<file path="src/sv/jsr_pkg.sv">
// Package of the Jacobi stencil relaxation block: widths, reset values,
// register indexes and the flag struct shared by the front, queue and back.
// Depends on nothing.
`default_nettype none

package jsr_pkg;

    localparam int DEF_MAX_PADDED_WIDTH = 1024;
    localparam int DEF_SAMPLE_BITS      = 32;

    localparam int WEIGHT_BITS   = 32;
    localparam int WEIGHT_FRAC   = 30;
    localparam int IW_BITS       = 10;
    localparam int IH_BITS       = 16;
    // Padded row index; a grid may have 65537 padded rows.
    localparam int ROW_BITS      = 17;
    localparam int CFG_ADDR_BITS = 3;
    localparam int CFG_DATA_BITS = 32;

    localparam int QUEUE_DEPTH = 4;
    localparam int QP_BITS     = $clog2(QUEUE_DEPTH);
    localparam int QC_BITS     = $clog2(QUEUE_DEPTH + 1);

    localparam logic [CFG_ADDR_BITS-1:0] REG_INTERIOR_WIDTH    = 3'd0;
    localparam logic [CFG_ADDR_BITS-1:0] REG_INTERIOR_HEIGHT   = 3'd1;
    localparam logic [CFG_ADDR_BITS-1:0] REG_WEIGHT_VERTICAL   = 3'd2;
    localparam logic [CFG_ADDR_BITS-1:0] REG_WEIGHT_HORIZONTAL = 3'd3;
    localparam logic [CFG_ADDR_BITS-1:0] REG_WEIGHT_RHS        = 3'd4;

    localparam logic [IW_BITS-1:0]            RST_INTERIOR_WIDTH  = 10'd62;
    localparam logic [IH_BITS-1:0]            RST_INTERIOR_HEIGHT = 16'd62;
    localparam logic signed [WEIGHT_BITS-1:0] RST_WEIGHT_VERTICAL = 32'sd268435456;
    localparam logic signed [WEIGHT_BITS-1:0] RST_WEIGHT_HORIZ    = 32'sd268435456;
    localparam logic signed [WEIGHT_BITS-1:0] RST_WEIGHT_RHS      = -32'sd65536;

    // Control flags that travel with one stencil item between the parts.
    typedef struct packed {
        logic valid;
        logic last;
    } jsr_flags_t;

endpackage

`default_nettype wire

</file>
<file path="src/sv/jsr_queue.sv">
// Short queue between the front and the back of the stencil block.
// Depends on jsr_pkg.
`default_nettype none

module jsr_queue import jsr_pkg::*; #(
    parameter int SAMPLE_BITS = DEF_SAMPLE_BITS
) (
    input  wire logic                          clk,
    input  wire logic                          rst_n,
    input  wire jsr_flags_t                    push,
    input  wire logic signed [SAMPLE_BITS:0]   push_vsum,
    input  wire logic signed [SAMPLE_BITS:0]   push_hsum,
    input  wire logic signed [SAMPLE_BITS-1:0] push_rhs,
    input  wire logic                          pop,
    output jsr_flags_t                         head,
    output logic signed [SAMPLE_BITS:0]        head_vsum,
    output logic signed [SAMPLE_BITS:0]        head_hsum,
    output logic signed [SAMPLE_BITS-1:0]      head_rhs,
    output logic [QC_BITS-1:0]                 count
);

    logic [SAMPLE_BITS:0]   vsum_mem [QUEUE_DEPTH];
    logic [SAMPLE_BITS:0]   hsum_mem [QUEUE_DEPTH];
    logic [SAMPLE_BITS-1:0] rhs_mem  [QUEUE_DEPTH];
    logic                   last_mem [QUEUE_DEPTH];

    logic [QP_BITS-1:0] wr_ptr_reg, rd_ptr_reg;
    logic [QC_BITS-1:0] count_reg, count_next;

    always_comb
    begin
        count_next = count_reg;
        if (push.valid && !pop)
        begin
            count_next = count_reg + QC_BITS'(1);
        end
        else if (!push.valid && pop)
        begin
            count_next = count_reg - QC_BITS'(1);
        end
    end

    always_ff @(posedge clk or negedge rst_n)
    begin
        if (!rst_n)
        begin
            wr_ptr_reg <= '0;
            rd_ptr_reg <= '0;
            count_reg  <= '0;
        end
        else
        begin
            count_reg <= count_next;
            if (push.valid)
            begin
                wr_ptr_reg <= wr_ptr_reg + QP_BITS'(1);
            end
            if (pop)
            begin
                rd_ptr_reg <= rd_ptr_reg + QP_BITS'(1);
            end
        end
    end

    always_ff @(posedge clk)
    begin
        if (push.valid)
        begin
            vsum_mem[wr_ptr_reg] <= push_vsum;
            hsum_mem[wr_ptr_reg] <= push_hsum;
            rhs_mem[wr_ptr_reg]  <= push_rhs;
            last_mem[wr_ptr_reg] <= push.last;
        end
    end

    assign head.valid = (count_reg != '0);
    assign head.last  = last_mem[rd_ptr_reg];
    assign head_vsum  = $signed(vsum_mem[rd_ptr_reg]);
    assign head_hsum  = $signed(hsum_mem[rd_ptr_reg]);
    assign head_rhs   = $signed(rhs_mem[rd_ptr_reg]);
    assign count      = count_reg;

endmodule

`default_nettype wire

</file>
<file path="config.mk">
export PLATFORM = sky130hd
export DESIGN_NAME = jsr_queue
export DESIGN_NICKNAME = d
export VERILOG_FILES = /design/src/sv/jsr_pkg.sv /design/src/sv/jsr_queue.sv
export SDC_FILE = /design/constraint.sdc
export NUM_CORES = 1
export LEC_CHECK = 0
export BUFFER_PORTS_ARGS = -buffer_cell sky130_fd_sc_hd__buf_2
export CAP_MARGIN = 20
export CORE_ASPECT_RATIO = 0.5
export CORE_MARGIN = 8
export CORE_UTILIZATION = 57
export CTS_CLUSTER_DIAMETER = 60
export DETAILED_ROUTE_END_ITERATION = 7
export GPL_TIMING_DRIVEN = 0
export PLACE_DENSITY = 0.79
export SLEW_MARGIN = 30
export SYNTH_ARGS = -nofsm -noshare
export SYNTH_HDL_FRONTEND = slang
export SYNTH_SLANG_ARGS = --single-unit
</file>
<file path="constraint.sdc">
create_clock -name clk -period 9.7 [get_ports clk]
set_input_delay 1.94 -clock clk [delete_from_list [all_inputs] [get_ports clk]]
set_output_delay 1.94 -clock clk [all_outputs]
set_load 0.02 [all_outputs]
</file>
==> impl_metrics.csv, run 1 <==
group,metric,value,unit
sta,slew_headroom,0.522,
critical_path,r2r-start,"wr_ptr_reg[0]$_DFFE_PN0P_",
drt,dr.pass1.iters,4,
drt,drt_iter0_markers,475,
pwr,pwr-share-clk,0.243,
clocking,clockRootBuffer,"clkbuf_16",
clocking,hold_buffers,0,
global_routing,gr-total-overflow,0,
clocking,cts.path.max_buffers,3,
finish,nets,909,
synth,yosys.cell_count.top_type,"edfxtp_1",
global_routing,grt_pass1_wl,42100,um
pwr,finalPower,5.52,mW
finish,syn2layout_area_growth,18.7,%
synth,netlist_top_cells_count,"edfxtp_1, mux4_2, buf_6, buf_2, dfrtp_1",
global_routing,track_usage,0.178,
drt,wl_per_cell,24.3,um
synth,synth_area_leaders,"edfxtp_1, mux4_2, dfrtp_1",
sta,drv_slew,0,
critical_path,crit_type,"flip-flop to output pin",
critical_path,r2r_slack,7610,ps
place,portBuffers,205,
critical_path,crit_path_start,"rd_ptr_reg[1]$_DFFE_PN0P_",
synth,syn_avg_cell_area,26.7,um^2
drt,via_count,6550,
drt,route.detailed.drc,0,
pwr,seqPwrFrac,0.426,
pwr,netSwitchingPower,1.74,mW
sta,max_slew.worst_pin.slew,717,ps
place,place_ws,6090,ps
critical_path,cp-start-kind,"flip-flop",
finish,final_cell_area,17400,um^2
critical_path,cp_max_fo,10,
critical_path,worstSetupEndpointType,"output pin",
floorplan,core,25200,um^2
synth,synth_cell_types,18,
finish,final_util,0.691,
synth,synth_edf_count,396,
min_path,hp-start,"count[2]$_DFFE_PN0P_",
drt,routed_wl,28300,um
floorplan,pin_count,206,
synth,syn_area,14700,um^2
min_path,holdPathEnd,"count[2]$_DFFE_PN0P_",
sta,max_freq,0.238,GHz
clocking,cts_made_buffers,35,
place,place_area,16300,um^2
global_routing,grt_max_degree,41,
sta,finClkSkew,18.1,ps
critical_path,r2r_end,"rhs_mem[0][20]$_DFFE_PP_",
sta,setup_viol,0,
synth,ys.flop_type,"edfxtp_1",
sta,min_period,4200,ps
critical_path,rr_worst_depth,5,
floorplan,initial_utilization,0.582,
floorplan,die_y,129,um
pwr,power_density,317,nW/um^2
synth,ys_warn_count,0,
sta,timing.setup.tns,0,ps
pwr,power.share.combinational,0.331,
place,gp_congestion,0.695,
sta,fin_crit_sh,0.433,
floorplan,rows,41,
synth,syn_inst,550,
pwr,peakVddDrop,181,uV
finish,biggestRegsByFlops,"hsum_mem x132, vsum_mem x132, rhs_mem x128",
clocking,clk_latency,510,ps
clocking,ctsHtreeMaxLevel,2,
clocking,cts_setup_buffers,0,
clocking,cts_tree,"yes",
synth,yosysTopAreaCell,"edfxtp_1",
status,outcome,"finished clean",
critical_path,cp.arrival,2260,ps
floorplan,die_x,243,um
clocking,clock_sinks,403,
place,dp_hpwl,18500,um
clocking,cts_resized,0,
min_path,whs_path_depth,1,
min_path,hold_path_class,"flip-flop to flip-flop",
synth,seq_area_frac_synth,0.822,
sta,hold-worst-slack,492,ps
pwr,switching_share,0.315,
sta,rsz0062_at_grt,"no",
drt,ant_nets,0,
floorplan,die_area,31500,um^2
sta,fin_ws,5500,ps
synth,synth-seq-cells,403,
flow_run,cap_viol_max_count,0,
synth,synthArstFlopShare,0.0174,
pwr,power_leakage,5.99,nW
global_routing,grt_pass1_vias,7058,
sta,hold_viol_final,0,
pwr,internal-power,3.78,mW
synth,synth_top_area_share,0.810,
clocking,clk_pin_slew,70,ps
critical_path,worstPathRequired,7760,ps
drt,via_per_inst,5.62,
global_routing,antenna_found_initial,1,
place,post-place-cells,1107,
synth,syn-num-nets,659,
finish,final_cell_count_no_fill,1166,
finish,drive_above_1_share,0.468,
## area by class of cell
type	count	area, um^2
diodes	1	2.50
plain buffers	22	176
clock buffers	43	926
clock inverters	15	161
fillers	1556	7810
inverters	4	15.0
multi-input cells	121	2430
flip-flops and latches	403	12100
well taps	344	430
repair buffers	213	1220
## logic make-up (layout without fill, tap and decap cells)
| family | Yosys count | after routing | synth area share |
|---|---|---|---|
| buf+inv | 26 | 297 | 0.0130 |
| mux | 100 | 100 | 0.153 |
| flops | 403 | 403 | 0.822 |
| simple gates | 8 | 8 | 0.00290 |
| xor+xnor | 6 | 6 | 0.00358 |
| other cells | 0 | 1 | 0 |
| compound gates | 1 | 1 | 0.000341 |
| fa+ha+maj | 6 | 6 | 0.00562 |
## worst max-delay path: stages (launching register included)
cell and delay (ps):
dfrtp_1 330, buf_4 210, clkbuf_1 580, mux4_2 440, buf_2 190
## layout by cell type (no fill, tap or decap), types with 5 or more instances in the layout
| cell | instances |
|---|---|
| buf_2 | 214 |
| buf_6 | 10 |
| ha_1 | 5 |
| clkbuf_16 | 35 |
| clkinv_1 | 6 |
| clkbuf_1 | 7 |
| mux4_2 | 99 |
| dfrtp_1 | 7 |
| edfxtp_1 | 396 |
## worst max-delay path by stage
stage	cells after the start	slack, ps	end
after CTS	4	5440	head_hsum[30]
after floorplan	1	5000	hsum_mem[1][0]$_DFFE_PP_
after global placement	2	3000	rhs_mem[0][10]$_DFFE_PP_
after global routing	4	5410	head_hsum[30]
final	4	5500	head_hsum[30]
after detailed placement	4	6090	head_hsum[31]
## power by group through the flow
stage                     clock network (mW)  logic [mW]  registers, mW
after floorplan                            0        1.23           2.40
after global placement                     0        1.80           2.43
after detailed placement                   0        1.87           2.39
after CTS                               1.37        1.88           2.35
after global routing                    1.44        1.94           2.37
final                                   1.34        1.83           2.35
## per-layer routing
metal / GRT usage / vias to the layer above / share of wire
li1: - / 2870 / -
met1: 0.213 / 3473 / 0.39
met2: 0.331 / 163 / 0.55
met3: 0.0374 / 42 / 0.043
met4: 0.0446 / 2 / 0.018
met5: 0 / - / 0.00046
Power figures use the tool's default switching activity.
==> run 2, diff against run 1 <==
CORE_UTILIZATION = 51   (was 57)
PLACE_DENSITY = 0.75   (was 0.79)
clock period = 3.6 ns   (was 9.7 ns; I/O delays follow)
==> run 2 against run 1 <==
Hold slack worse by 81 ps. Largest cell class unchanged. Critical path depth unchanged. Highest routed layer is now met4. Total power rose to 2.7 times the previous value. Clock power rose to 2.8 times the previous value. Non-clock buffer count up 1. Combinational power rose to 2.7 times the previous value. Largest power group unchanged. Core utilization down 7.8 points. Register-to-register slack worse by 6100 ps.
==> impl_metrics.csv, run 2 (same netlist as run 1, synthesis figures left out) <==
group,metric,value,unit
pwr,power_leakage,6.03,nW
finish,layout_common_cells,"edfxtp_1, buf_2, mux4_2, clkbuf_16, buf_6",
place,portBuffers,205,
floorplan,die_x,256,um
pwr,power_density,853,nW/um^2
sta,min_period,2890,ps
drt,ant_nets,0,
place,dp_hpwl,18500,um
clocking,clock_sinks,403,
pwr,switching_share,0.313,
flow_run,cap_viol_max_count,0,
global_routing,track_usage,0.162,
floorplan,rows,44,
critical_path,worstPathRequired,2880,ps
status,outcome,"finished clean",
drt,dr.pass1.iters,5,
sta,max_freq,0.347,GHz
drt,routed_wl,28400,um
pwr,power.share.combinational,0.327,
critical_path,r2r-start,"wr_ptr_reg[0]$_DFFE_PN0P_",
sta,fin_crit_sh,0.802,
sta,max_slew.worst_pin.slew,632,ps
critical_path,worstSetupEndpointType,"output pin",
sta,finClkSkew,11.0,ps
drt,via_count,6589,
finish,biggestRegsByFlops,"hsum_mem x132, vsum_mem x132, rhs_mem x128",
floorplan,initial_utilization,0.512,
pwr,seqPwrFrac,0.422,
global_routing,antenna_found_initial,7,
floorplan,die_y,136,um
critical_path,crit_path_start,"rd_ptr_reg[1]$_DFFE_PN0P_",
global_routing,grt_max_degree,41,
drt,via_per_inst,5.38,
sta,rsz0062_at_grt,"no",
drt,route.detailed.drc,0,
pwr,pwr-share-clk,0.251,
critical_path,crit_type,"flip-flop to output pin",
floorplan,core,28700,um^2
pwr,netSwitchingPower,4.70,mW
global_routing,grt_pass1_wl,42900,um
clocking,cts_made_buffers,36,
finish,syn2layout_area_growth,19.7,%
pwr,peakVddDrop,420,uV
finish,final_common_cell,"edfxtp_1",
clocking,clk_pin_slew,60,ps
global_routing,gr-total-overflow,0,
clocking,clockRootBuffer,"clkbuf_16",
sta,slew_headroom,0.579,
pwr,internal-power,10.3,mW
drt,wl_per_cell,23.2,um
clocking,cts_tree,"yes",
sta,hold_viol_final,0,
global_routing,grt_pass1_vias,7106,
place,place_ws,1200,ps
critical_path,cp_max_fo,10,
min_path,hold_path_class,"input port to flip-flop",
clocking,cts.path.max_buffers,3,
floorplan,die_area,34800,um^2
finish,drive_above_1_share,0.471,
place,gp_congestion,0.724,
clocking,clk_latency,520,ps
min_path,hp-start,"push_hsum[23]",
floorplan,pin_count,206,
critical_path,cp.arrival,2170,ps
sta,setup_viol,0,
finish,nets,911,
sta,drv_slew,0,
sta,fin_ws,714,ps
sta,hold-worst-slack,411,ps
drt,drt_iter0_markers,399,
critical_path,cp-start-kind,"flip-flop",
finish,fillers,1950,
clocking,ctsHtreeMaxLevel,2,
## run 2: changes by cell type in the layout (fill, tap and decap cells not counted)
cell,before,now
inv_12,1,0
clkinv_2,3,6
dlygate4sd3_1,0,1
clkbuf_16,35,37
clkinv_1,6,4
inv_6,1,3
clkbuf_1,7,9
diode_2,1,6
## run 2: timing repair
item | 4_1_cts | 5_1_grt
setup buffers | 0 | 0
hold buffers | 1 | 0
gates resized for setup | 0 | 0
hold endpoints to repair | 6 | 0
## run 2: worst paths after layout
kind / end / slack (ps) / cells after the start
setup / recovery: head_hsum[26] / 710 / 4
hold / removal: hsum_mem[1][23]$_DFFE_PP_ / 410 / 1
setup reg to reg: rhs_mem[2][13]$_DFFE_PP_ / 1480 / 5
hold reg to reg: count[2]$_DFFE_PN0P_ / 500 / 1
max in group asynchronous: rd_ptr_reg[0]$_DFFE_PN0P_ / 2870 / 2
min in group asynchronous: count[0]$_DFFE_PN0P_ / 570 / 2
## run 2: power groups by stage
stage          Combinational, mW  Clock [mW]  Sequential, mW
4_1_cts                     5.06        3.87            6.33
5_1_grt                     5.24        4.05            6.38
3_3_place_gp                4.85           0            6.54
2_1_floorplan               3.31           0            6.46
6_report                    4.91        3.76            6.32
3_5_place_dp                5.04           0            6.42
## run 2: per-stage QoR
stage / utilization / setup TNS [ps] / total power, mW / cells / instance area (um^2)
after floorplan: - / 0 / 9.77 / 550 / 14700
after global placement: 0.565 / -723440 / 11.4 / 1146 / 16200
after detailed placement: 0.572 / 0 / 11.5 / 1154 / 16400
after CTS: 0.612 / 0 / 15.3 / 1219 / 17600
after global routing: 0.613 / 0 / 15.7 / 1225 / 17600
final: 0.613 / 0 / 15.0 / 1225 / 17600
## run 2: worst max-delay path, cell delays in order (launching register included)
cell and delay [ps]:
dfrtp_1 320, buf_4 210, clkbuf_1 520, mux4_2 410, buf_2 180
## run 2: routing by layer
metal,vias to the layer above,global-route usage,share of wire
met5,-,0,0
met4,0,0.0598,0.023
met3,48,0.0332,0.041
met2,163,0.290,0.55
met1,3487,0.197,0.39
li1,2891,-,-
## run 2: final cells by class
cell class	instances	area, um^2	area share
Antenna cell	6	15.0	0.000854
Buffer	22	176	0.0100
Clock buffer	47	983	0.0560
Clock inverter	17	170	0.00968
Inverter	4	15.0	0.000854
Multi-Input combinational cell	121	2430	0.138
Sequential cell	403	12100	0.687
Tap cell	391	489	0.0278
Timing Repair Buffer	214	1230	0.0698
